<file path="config.mk">
export PLATFORM = sky130hd
export DESIGN_NAME = pe_base_relocation_walker
export DESIGN_NICKNAME = d
export VERILOG_FILES = /design/src/pbrw_pkg.sv /design/src/pe_base_relocation_walker.sv
export VERILOG_INCLUDE_DIRS = /design/src /design/src/src
export SDC_FILE = /design/constraint.sdc
export NUM_CORES = 2
export LEC_CHECK = 0
export ABC_AREA = 1
export BUFFER_PORTS_ARGS = -buffer_cell sky130_fd_sc_hd__buf_2
export CORE_MARGIN = 2
export CORE_UTILIZATION = 50
export DETAILED_ROUTE_END_ITERATION = 12
export GPL_TIMING_DRIVEN = 0
export PLACE_DENSITY_LB_ADDON = 0.05
export SKIP_CTS_REPAIR_TIMING = 1
export SYNTH_ARGS = -nofsm -noshare
export SYNTH_HDL_FRONTEND = slang
export SYNTH_SLANG_ARGS = --single-unit
export TNS_END_PERCENT = 1
</file>
<file path="constraint.sdc">
create_clock -name clk -period 7.23 [get_ports clk]
set_clock_uncertainty 0.15 [all_clocks]
set_input_delay 0.3615 -clock clk [delete_from_list [all_inputs] [get_ports clk]]
set_output_delay 0.3615 -clock clk [all_outputs]
set_load 0.01 [all_outputs]
</file>
<file path="src/pe_base_relocation_walker_assert.svh">
// Assertion macros for the PE-COFF base relocation walker.
// Expects a clock named clk and an active-high synchronous reset named rst.
`ifndef PE_BASE_RELOCATION_WALKER_ASSERT_SVH
`define PE_BASE_RELOCATION_WALKER_ASSERT_SVH

// Same-cycle implication.
`define PBRW_ASSERT_NOW(name, ante, cons, msg) \
  name: assert property (@(posedge clk) disable iff (rst) (ante) |-> (cons)) \
    else $error(msg);

// Next-cycle implication.
`define PBRW_ASSERT_NEXT(name, ante, cons, msg) \
  name: assert property (@(posedge clk) disable iff (rst) (ante) |=> (cons)) \
    else $error(msg);

`endif

</file>
<file path="src/pbrw_pkg.sv">
// Shared types and constants for the PE-COFF base relocation walker.
// No dependencies.
package pbrw_pkg;

  localparam int unsigned HALF_W   = 16;
  localparam int unsigned ADDR_W   = 32;
  localparam int unsigned DATA_W   = 64;
  localparam int unsigned STATUS_W = 3;
  localparam int unsigned OP_W     = 3;
  localparam int unsigned ENTRY_W  = 31;

  // Register indexes (byte address = 8 * index)
  localparam logic [1:0] REG_LOAD_BASE      = 2'd0;
  localparam logic [1:0] REG_PREFERRED_BASE = 2'd1;
  localparam logic [1:0] REG_TABLE_BYTES    = 2'd2;
  localparam logic [1:0] REG_RISCV_TYPES    = 2'd3;

  // Result status codes
  localparam logic [STATUS_W-1:0] ST_PATCH      = 3'd0;
  localparam logic [STATUS_W-1:0] ST_DONE       = 3'd1;
  localparam logic [STATUS_W-1:0] ST_UNKNOWN    = 3'd2;
  localparam logic [STATUS_W-1:0] ST_MISALIGNED = 3'd3;
  localparam logic [STATUS_W-1:0] ST_MALFORMED  = 3'd4;

  // Patch operations
  localparam logic [OP_W-1:0] OP_ADD16_HIGH = 3'd0;
  localparam logic [OP_W-1:0] OP_ADD16_LOW  = 3'd1;
  localparam logic [OP_W-1:0] OP_ADD32      = 3'd2;
  localparam logic [OP_W-1:0] OP_ADD64      = 3'd3;
  localparam logic [OP_W-1:0] OP_HI20_MERGE = 3'd4;

  // Relocation entry types
  localparam logic [3:0] RT_ABSOLUTE     = 4'd0;
  localparam logic [3:0] RT_HIGH         = 4'd1;
  localparam logic [3:0] RT_LOW          = 4'd2;
  localparam logic [3:0] RT_HIGHLOW      = 4'd3;
  localparam logic [3:0] RT_RISCV_HI20   = 4'd5;
  localparam logic [3:0] RT_RISCV_LOW12I = 4'd7;
  localparam logic [3:0] RT_RISCV_LOW12S = 4'd8;
  localparam logic [3:0] RT_DIR64        = 4'd10;

  localparam logic [11:0] PAGE_MASK = 12'hfff;
  localparam logic [31:0] MIN_BLOCK_BYTES = 32'd8;

  typedef struct packed {
    logic                last;
    logic [DATA_W-1:0]   addend;
    logic [OP_W-1:0]     patch_op;
    logic [ADDR_W-1:0]   patch_offset;
    logic [STATUS_W-1:0] status;
  } result_t;

endpackage

</file>
<file path="src/pe_base_relocation_walker.sv">
// PE-COFF base relocation walker: top level, header/entry decode and result queue.
// Depends on pbrw_pkg and pe_base_relocation_walker_assert.svh.
//
// Usage:
//   Slave stream (s_*) carries the relocation table, one halfword per item:
//   s_tdata[15:0] = table_half, s_tuser[0] = first (restarts the walk).
//   Master stream (m_*) carries patch commands and status results; m_tlast
//   marks the final result caused by one input item.
//   The APB port holds load_base (0x00), preferred_base (0x08), table_bytes
//   (0x10) and riscv_types (0x18); write them only while the walker is idle.
//   Each halfword is decoded in the cycle it is accepted and its 0..2 results
//   are written into a 4-entry result queue; the queue head drives m_*.
//   A result reaches m_* once its halfword is taken and the results ahead of it are out.
//   Throughput: one halfword per cycle while results drain as fast as they
//   are made; a halfword whose patch entry ends the table's last block gives
//   two results, the patch and the done result.
//   s_tready is high while at most two results wait; a stalled receiver lets
//   the walker fill the queue to three or four results, then s_tready drops.
//   Reset clears all registers, the walk state and the queue.
`default_nettype none

module pe_base_relocation_walker
  import pbrw_pkg::*;
(
  input  wire logic         clk,
  input  wire logic         rst,
  // APB configuration port
  input  wire logic         psel,
  input  wire logic         penable,
  input  wire logic         pwrite,
  input  wire logic [4:0]   paddr,
  input  wire logic [63:0]  pwdata,
  output logic      [63:0]  prdata,
  output logic              pready,
  // table halfword stream
  input  wire logic         s_tvalid,
  output logic              s_tready,
  input  wire logic [15:0]  s_tdata,   // [15:0] table_half
  input  wire logic [0:0]   s_tuser,   // [0] first
  // result stream
  output logic              m_tvalid,
  input  wire logic         m_tready,
  output logic [103:0]      m_tdata,   // [2:0] status, [34:3] patch_offset,
                                       // [37:35] patch_op, [101:38] addend, zero pad
  output logic              m_tlast
);

  typedef enum logic [2:0] {
    PH_BASE_LO,
    PH_BASE_HI,
    PH_SIZE_LO,
    PH_SIZE_HI,
    PH_ENTRY
  } phase_t;

  localparam int unsigned QDEPTH = 4;

  // configuration registers
  logic [DATA_W-1:0] load_base;
  logic [DATA_W-1:0] preferred_base;
  logic [31:0]       table_bytes;
  logic              riscv_types;

  // walk state
  phase_t             phase, phase_next;
  logic [15:0]        low_half, low_half_next;
  logic [ADDR_W-1:0]  page_base, page_base_next;
  logic [ENTRY_W-1:0] entries_left, entries_left_next;
  logic [31:0]        bytes_consumed, bytes_consumed_next;
  logic               halted, halted_next;

  // result queue
  result_t    queue [QDEPTH];
  logic [1:0] wr_ptr, rd_ptr;
  logic [2:0] count;

  logic       cfg_write;
  logic       in_fire, out_fire;
  logic [1:0] push_n;
  result_t    res0, res1;

  assign pready    = 1'b1;
  assign cfg_write = psel && penable && pwrite && pready;

  always_ff @(posedge clk) begin
    if (rst) begin
      load_base      <= '0;
      preferred_base <= '0;
      table_bytes    <= '0;
      riscv_types    <= 1'b0;
    end else if (cfg_write) begin
      unique case (paddr[4:3])
        REG_LOAD_BASE:      load_base      <= pwdata;
        REG_PREFERRED_BASE: preferred_base <= pwdata;
        REG_TABLE_BYTES:    table_bytes    <= pwdata[31:0];
        REG_RISCV_TYPES:    riscv_types    <= pwdata[0];
        default:            ;
      endcase
    end
  end

  always_comb begin
    unique case (paddr[4:3])
      REG_LOAD_BASE:      prdata = load_base;
      REG_PREFERRED_BASE: prdata = preferred_base;
      REG_TABLE_BYTES:    prdata = {32'd0, table_bytes};
      REG_RISCV_TYPES:    prdata = {63'd0, riscv_types};
      default:            prdata = '0;
    endcase
  end

  assign s_tready = (count <= 3'(QDEPTH - 2));
  assign in_fire  = s_tvalid && s_tready;
  assign m_tvalid = (count != 3'd0);
  assign out_fire = m_tvalid && m_tready;

  // Decode of one halfword against the current walk state.
  // res0/res1 are the results in order, push_n how many of them are real.
  always_comb begin
    logic [DATA_W-1:0]  delta;
    logic [31:0]        d32;
    phase_t             cur_phase;
    logic [15:0]        cur_low;
    logic [ADDR_W-1:0]  cur_base;
    logic [ENTRY_W-1:0] cur_entries;
    logic [31:0]        cur_bytes;
    logic               cur_halted;
    logic [31:0]        bytes_inc;
    logic [31:0]        size;
    logic [31:0]        size_less8;
    logic [ENTRY_W-1:0] entries_dec;
    logic [3:0]         rtype;
    logic [ADDR_W-1:0]  entry_off;
    logic               entry_v, tail_v, stop;
    result_t            entry_r, tail_r;

    delta = load_base - preferred_base;
    d32   = delta[31:0];

    // a first-marked halfword sees the walk from its start
    if (s_tuser[0]) begin
      cur_phase   = PH_BASE_LO;
      cur_low     = '0;
      cur_base    = '0;
      cur_entries = '0;
      cur_bytes   = '0;
      cur_halted  = 1'b0;
    end else begin
      cur_phase   = phase;
      cur_low     = low_half;
      cur_base    = page_base;
      cur_entries = entries_left;
      cur_bytes   = bytes_consumed;
      cur_halted  = halted;
    end

    phase_next          = cur_phase;
    low_half_next       = cur_low;
    page_base_next      = cur_base;
    entries_left_next   = cur_entries;
    bytes_consumed_next = cur_bytes;
    halted_next         = cur_halted;

    bytes_inc   = (cur_bytes > 32'hffff_fffd) ? 32'hffff_ffff : cur_bytes + 32'd2;
    size        = {s_tdata, cur_low};
    size_less8  = size - MIN_BLOCK_BYTES;
    entries_dec = cur_entries - 1'b1;
    rtype       = s_tdata[15:12];
    entry_off   = cur_base + {20'd0, s_tdata[11:0]};

    entry_v = 1'b0;
    tail_v  = 1'b0;
    stop    = 1'b0;
    entry_r = '{last: 1'b0, addend: '0, patch_op: OP_ADD16_HIGH,
                patch_offset: entry_off, status: ST_PATCH};
    tail_r  = '{last: 1'b1, addend: '0, patch_op: OP_ADD16_HIGH,
                patch_offset: '0, status: ST_DONE};

    if (cur_halted) begin
      // walk halted: nothing until the next restart
    end else if (delta == '0 || (cur_phase == PH_BASE_LO && cur_bytes >= table_bytes)) begin
      tail_v      = 1'b1;
      halted_next = 1'b1;
    end else begin
      bytes_consumed_next = bytes_inc;
      unique case (cur_phase)
        PH_BASE_LO: begin
          low_half_next = s_tdata;
          phase_next    = PH_BASE_HI;
        end
        PH_BASE_HI: begin
          page_base_next = size;
          phase_next     = PH_SIZE_LO;
        end
        PH_SIZE_LO: begin
          low_half_next = s_tdata;
          phase_next    = PH_SIZE_HI;
        end
        PH_SIZE_HI: begin
          if (size == '0) begin
            tail_v      = 1'b1;
            halted_next = 1'b1;
          end else if (size < MIN_BLOCK_BYTES) begin
            tail_v        = 1'b1;
            tail_r.status = ST_MALFORMED;
            halted_next   = 1'b1;
          end else begin
            entries_left_next = size_less8[ENTRY_W:1];
            if (size_less8[ENTRY_W:1] == '0) begin
              // empty block: straight to the next header
              phase_next = PH_BASE_LO;
              if (bytes_inc >= table_bytes) begin
                tail_v      = 1'b1;
                halted_next = 1'b1;
              end
            end else begin
              phase_next = PH_ENTRY;
            end
          end
        end
        PH_ENTRY: begin
          case (rtype)
            RT_ABSOLUTE: ;
            RT_HIGH: begin
              entry_v          = 1'b1;
              entry_r.patch_op = OP_ADD16_HIGH;
              entry_r.addend   = {48'd0, d32[31:16]};
            end
            RT_LOW: begin
              entry_v          = 1'b1;
              entry_r.patch_op = OP_ADD16_LOW;
              entry_r.addend   = {48'd0, delta[15:0]};
            end
            RT_HIGHLOW: begin
              entry_v          = 1'b1;
              entry_r.patch_op = OP_ADD32;
              entry_r.addend   = {32'd0, d32};
            end
            RT_DIR64: begin
              entry_v          = 1'b1;
              entry_r.patch_op = OP_ADD64;
              entry_r.addend   = delta;
            end
            RT_RISCV_HI20: begin
              entry_v = 1'b1;
              if (riscv_types) begin
                entry_r.patch_op = OP_HI20_MERGE;
                entry_r.addend   = {32'd0, d32};
              end else begin
                entry_r.status = ST_UNKNOWN;
                stop           = 1'b1;
              end
            end
            RT_RISCV_LOW12I, RT_RISCV_LOW12S: begin
              if (!riscv_types) begin
                entry_v        = 1'b1;
                entry_r.status = ST_UNKNOWN;
                stop           = 1'b1;
              end else if ((d32[11:0] & PAGE_MASK) != '0) begin
                // low12 fixups need a page-aligned delta
                entry_v        = 1'b1;
                entry_r.status = ST_MISALIGNED;
                stop           = 1'b1;
              end
            end
            default: begin
              entry_v        = 1'b1;
              entry_r.status = ST_UNKNOWN;
              stop           = 1'b1;
            end
          endcase

          if (stop) begin
            halted_next = 1'b1;
          end else begin
            entries_left_next = entries_dec;
            if (entries_dec == '0) begin
              phase_next = PH_BASE_LO;
              if (bytes_inc >= table_bytes) begin
                tail_v      = 1'b1;
                halted_next = 1'b1;
              end
            end
          end
        end
        default: ;
      endcase
    end

    entry_r.last = !tail_v;
    res0   = entry_v ? entry_r : tail_r;
    res1   = tail_r;
    push_n = {1'b0, entry_v} + {1'b0, tail_v};
  end

  // walk state and result queue control
  always_ff @(posedge clk) begin
    if (rst) begin
      phase          <= PH_BASE_LO;
      low_half       <= '0;
      page_base      <= '0;
      entries_left   <= '0;
      bytes_consumed <= '0;
      halted         <= 1'b0;
      wr_ptr         <= '0;
      rd_ptr         <= '0;
      count          <= '0;
    end else begin
      if (in_fire) begin
        phase          <= phase_next;
        low_half       <= low_half_next;
        page_base      <= page_base_next;
        entries_left   <= entries_left_next;
        bytes_consumed <= bytes_consumed_next;
        halted         <= halted_next;
      end
      wr_ptr <= wr_ptr + (in_fire ? push_n : 2'd0);
      rd_ptr <= rd_ptr + {1'b0, out_fire};
      count  <= count + {1'b0, (in_fire ? push_n : 2'd0)} - {2'd0, out_fire};
    end
  end

  // queue payload, no reset
  always_ff @(posedge clk) begin
    if (in_fire && push_n != 2'd0) begin
      queue[wr_ptr] <= res0;
    end
    if (in_fire && push_n == 2'd2) begin
      queue[wr_ptr + 2'd1] <= res1;
    end
  end

  assign m_tdata = {2'd0, queue[rd_ptr].addend, queue[rd_ptr].patch_op,
                    queue[rd_ptr].patch_offset, queue[rd_ptr].status};
  assign m_tlast = queue[rd_ptr].last;

`include "pe_base_relocation_walker_assert.svh"

  `PBRW_ASSERT_NOW(a_queue_bound, 1'b1, count <= 3'(QDEPTH), "result queue overfilled")
  `PBRW_ASSERT_NEXT(a_count_track, 1'b1,
    count == $past(count) + {1'b0, ($past(in_fire) ? $past(push_n) : 2'd0)}
             - {2'd0, $past(out_fire)}, "queue count lost track of pushes and pops")
  `PBRW_ASSERT_NOW(a_halted_silent, in_fire && halted && !s_tuser[0], push_n == 2'd0,
    "halted walk produced a result")
  `PBRW_ASSERT_NEXT(a_stop_halts, in_fire && push_n != 2'd0 && (push_n == 2'd2 ?
    res1.status != ST_PATCH : res0.status != ST_PATCH), halted,
    "done or error result did not halt the walk")

endmodule

`default_nettype wire

</file>
[Word level (Yosys, flattened, before mapping)]
Memories as Yosys holds them, arrays and structs flattened. A register that Yosys moved wholly into a read port is not among the register bits.
Index checks and enable logic that the tools add are counted.
Cells by class
  divide/modulo/power cells: 0
  $mul: 0
  order comparisons: 5
  muxes and demuxes: 78
  reductions and logical operators: 26
  shifts and indexed selects: 0
  eq/ne operators: 15
  bitwise gates (word level): 0
  add/subtract/negate cells: 11
Operators by type and width (number)
  67-bit one-hot mux with 5 select lines: 1
  32-bit 2-to-1 mux: 8
  64-bit one-hot mux with 4 select lines: 1
  67-bit 2-to-1 mux: 3
  31-bit 2-to-1 mux: 6
  103-bit 2-to-1 mux: 1
  32-bit greater-or-equal comparator: 2
  64-bit zero test: 1
  16-bit 2-to-1 mux: 4
  64-bit subtractor: 1
  31-bit zero test: 2
  31-bit one-hot mux with 2 select lines: 1
  3-bit 2-to-1 mux: 13
  35-bit 2-to-1 mux: 1
  32-bit by 12-bit adder with 32-bit output: 1
  32-bit by 2-bit adder with 32-bit output, second input constant: 1
  32-bit greater-than comparator, second input constant: 1
  32-bit zero test: 1
  32-bit by 4-bit < comparator with 1-bit output, second input constant: 1
  32-bit by 4-bit subtractor with 32-bit output, second input constant: 1
  31-bit by 1-bit subtractor with 31-bit output, second input constant: 1
  1-bit 2-to-1 mux: 25
  2-bit 2-to-1 mux: 8
  3-bit one-hot mux with 5 select lines: 1
  31 further kinds: 49
Word-level totals
  latch bits: 0
  bits of input ports: 93
  output and inout bits: 172
  bits in registers: 283
  memory bits (read-only): 0
  memories: 1
  RAM bits: 412
Memory list
  queue: words 4, bits a word 103, rd ports 1, clocked after Yosys merged registers in 1, wr ports 2, RTL line pe_base_relocation_walker.sv:73  | result_t queue [QDEPTH];

[Logic depth before layout (Yosys ltp)]
  word-level depth: 17
  gate-level depth with buffers: 42
  gate-level depth less buffers: 40

[Worst setup path after synthesis]
No wires, ideal clock.
  path type: input port to flip-flop
  start point: in s_tuser
  end point: mem queue[1][2] (netlist name) (data pin)
  cell stages on the path: 39
  required time: 6.814 ns
  slack: 1.794 ns
  arrival: 5.021 ns
  path buffers: 4
  cells stage by stage: buf_6 > buf_4 > nor2_2 > ha_1 > nand3_1 > nor2_1 > nand3_1 > nor3_1 > nand4_1 > nor2_1 > nand2_1 > nor2_1 > nand4_1 > nand3_1 > ha_1 > a21oi_1 > o21ai_0 > a21o_1 > (+3 left out) > nand2_1 > a31oi_1 > o21ai_0 > nand2_1 > nand3_1 > nand2_1 > inv_1 > ha_1 > inv_1 > nor2_1 > inv_1 > nor2_1 > inv_1 > nor2_1 > nor2_1 > clkbuf_1 > clkbuf_1 > nor2_1
RTL lines
  start: declaration: RTL line pe_base_relocation_walker.sv:39  | input wire logic [0:0] s_tuser,
  end: declaration: RTL line pe_base_relocation_walker.sv:73

==> results.toml <==
[status]
status = "completed"

[yosys]
synth_edf_count = 8
yosys_warnings = 0
synth.top_cell.area_share_pct = 33.3
synthFlopType = "dfxtp_1"
avgSynthCellArea_sq_um = 6.25
synthCells = 6611
yosysTopAreaCell = "dfxtp_1"
synth_cell_type_count = 55
syn_area_sq_um = 41300
synth_area_leaders = "dfxtp_1 33%, nand2_1 18%, o21ai_0 9.2%"
synth_seq_cells = 695
async_flop_share_pct = 0
synth-seq-area-share_pct = 33.9

[power_and_ir_drop]
vdd_drop_max_uv = 239
p_sw_mw = 6.83
swShare_pct = 44.5
seqPwrFrac_pct = 27.5
powerDensity_nw_per_um2 = 322
total_power_mw = 15.3
p_int_mw = 8.51
total_leakage_power_nw = 22.1
pwr-share-clk_pct = 28.7
p_comb_share_pct = 43.7

[setup_path]
criticalPathCategory = "primary input to flop"
crit_buf_inv = 11
r2r_start = "bytes_consumed[5]"
max_stage_delay_ns = 0.49
cp_top_family = "simple AND/OR/NAND/NOR gates"
worstPathMaxFanout = 10
cp_data_arrival_time_ns = 7.41
crit_top_cell = "nand2_1"
crit_path_start = "s_tuser"
cp-end-kind = "flop"
required_ns = 7.69
critPathLaunchType = "primary input"
cp_slowest_cell = "buf_2"

[global_route]
grt_pass1_wl_um = 251000
grt_pass1_vias = 41396
grt_max_degree = 15
overflow = 0
grt_antenna_before_repair = 2
track_usage_pct = 38.3

[route]
dr.pass1.iters = 6
drt_iter0_drc = 5428
vias = 46381
wl_per_cell_um = 20.8
vias_per_cell = 5.69
drt_wl_total_um = 170000
drc = 0
postRouteAntennaNets = 0

[run]
max_cap_viol_count = 0

[timing]
fin_setup_tns_ns = 0
finalSetupViolCount = 0
hold_ws_ns = 0.0471
fin_crit_ns = 6.94
slew_violations = 0
finalHoldViolCount = 0
finalCritPeriodShare_pct = 96.0
timing.fmax_mhz = 144
tightest_slew_ns = 1.09
rsz0062_at_grt = "yes"
relSlewSlack_pct = 27.4

[die]
die_width_um = 291
start_util_pct = 50.4
dieArea_sq_um = 84900
die_h_um = 291
ioPinCount = 265
rows = 105
core-area_sq_um = 82000

[cells_and_area]
fin_area_sq_um = 47600
fillers = 8418
mostFrequentLayoutCell = "nand2_1"
layout_common_cells = "1957 x nand2_1, 786 x nor2_1, 763 x o21ai_0, 760 x inv_1, 687 x dfxtp_1"
drive_gt1_share_pct = 7.52
layout.nets = 7259
multi_input_area_sq_um = 23200
seq_area_sq_um = 14000
layoutNonFillerInstCount = 8149
areaGrowthSynthToFinish_pct = 15.3

[placement]
routabilityCongestion = 1.02
portBuffers = 255
hpwl_um = 131000
dp_cells = 7938
place_area_sq_um = 43900

[worst_hold_path]
hp-start = "s_tdata[7]"
worstHoldPathType = "primary input to flop"

[cts]
cts_tree = "yes"
cts_root_buffer = "clkbuf_16"
clk_latency_ns = 0.66
htree_levels = 3
clk_pin_slew_ns = 0.07
clock-sinks = 695
cts_buffers = 78
cts_buffer_depth = 3
state kept, by name, indices dropped and copies added (netlist names):
register	flops
queue	412
load_base	64
preferred_base	64
bytes_consumed	32
page_base	32
table_bytes	32
entries_left	31
low_half	16
count	3
phase	3
rd_ptr	2
wr_ptr	2
halted	1
riscv_types	1
final cells by class:
| cell class | instances | area share, % |
|---|---|---|
| antenna | 1 | 0.00525 |
| buffer | 319 | 2.89 |
| clock buffer | 109 | 4.66 |
| clock inverter | 37 | 1.28 |
| inverter | 780 | 6.15 |
| multi-input combinational | 4817 | 48.8 |
| sequential | 695 | 29.4 |
| tap | 1070 | 2.81 |
| timing repair buffer | 321 | 4.07 |
worst paths after layout:
| check | endpoint | slack (ns) | cells after the start |
|---|---|---|---|
| max | queue[3][69] | 0.29 | 34 |
| min | low_half[7] | 0.05 | 5 |
| max reg2reg | queue[1][2] | 0.42 | 37 |
| min reg2reg | queue[1][28] | 0.30 | 2 |
stage by stage:
stage,setup slack (ns),utilization [%]
global placement,-1.57,53.6
CTS,-0.964,57.1
finish,0.286,58.1
detailed placement,-1.63,53.6
global route,-0.0474,58.1
floorplan,1.79,-
cell usage after synthesis, drive strengths merged (31+ instances only):
cell type,number
o22ai,141
dfxtp,687
ha,151
inv,769
nand3,203
o221ai,38
o21ai,771
nand2,1959
nor3,60
nand4,72
xor2,84
nand3b,31
a21oi,340
clkbuf,272
buf,48
nor2,805
cells by family (layout without fill, tap and decap cells):
family                   after synthesis  in the layout  synth area share (%)
buffers and inverters               1100           1566                  10.2
other                                  2              4                0.0182
flip-flops                           695            695                  33.9
AO/OA/AOI/OAI                       1389           1389                  18.2
XOR/XNOR                             110            110                  2.33
AND/OR/NAND/NOR                     3161           3161                  30.6
adder cells (fa/ha/maj)              154            154                  4.72
worst register-to-register path: cells and delay by family, from the launching register on:
| family | cells | cell delay [ns] |
|---|---|---|
| AO/OA/AOI/OAI | 8 | 1.27 |
| adder cells (fa/ha/maj) | 2 | 0.55 |
| flip-flops | 1 | 0.38 |
| buffers and inverters | 7 | 1.10 |
| AND/OR/NAND/NOR | 20 | 3.11 |
per-layer routing:
metal	vias to the layer above	GRT usage, %	wire (um)
li1	22101	-	-
met1	21450	52.9	72300
met2	2400	58.8	72600
met3	430	6.15	16600
met4	0	17.3	8240
met5	-	0	0
power groups by stage:
stage / logic (mW) / registers [mW] / clock network [mW]
floorplan: 4.08 / 4.26 / 0
global placement: 6.37 / 4.29 / 0
detailed placement: 6.40 / 4.30 / 0
CTS: 6.43 / 4.22 / 4.41
global route: 7.25 / 4.25 / 4.57
finish: 6.71 / 4.22 / 4.41
No activity file was read; power rests on OpenSTA's default activity.
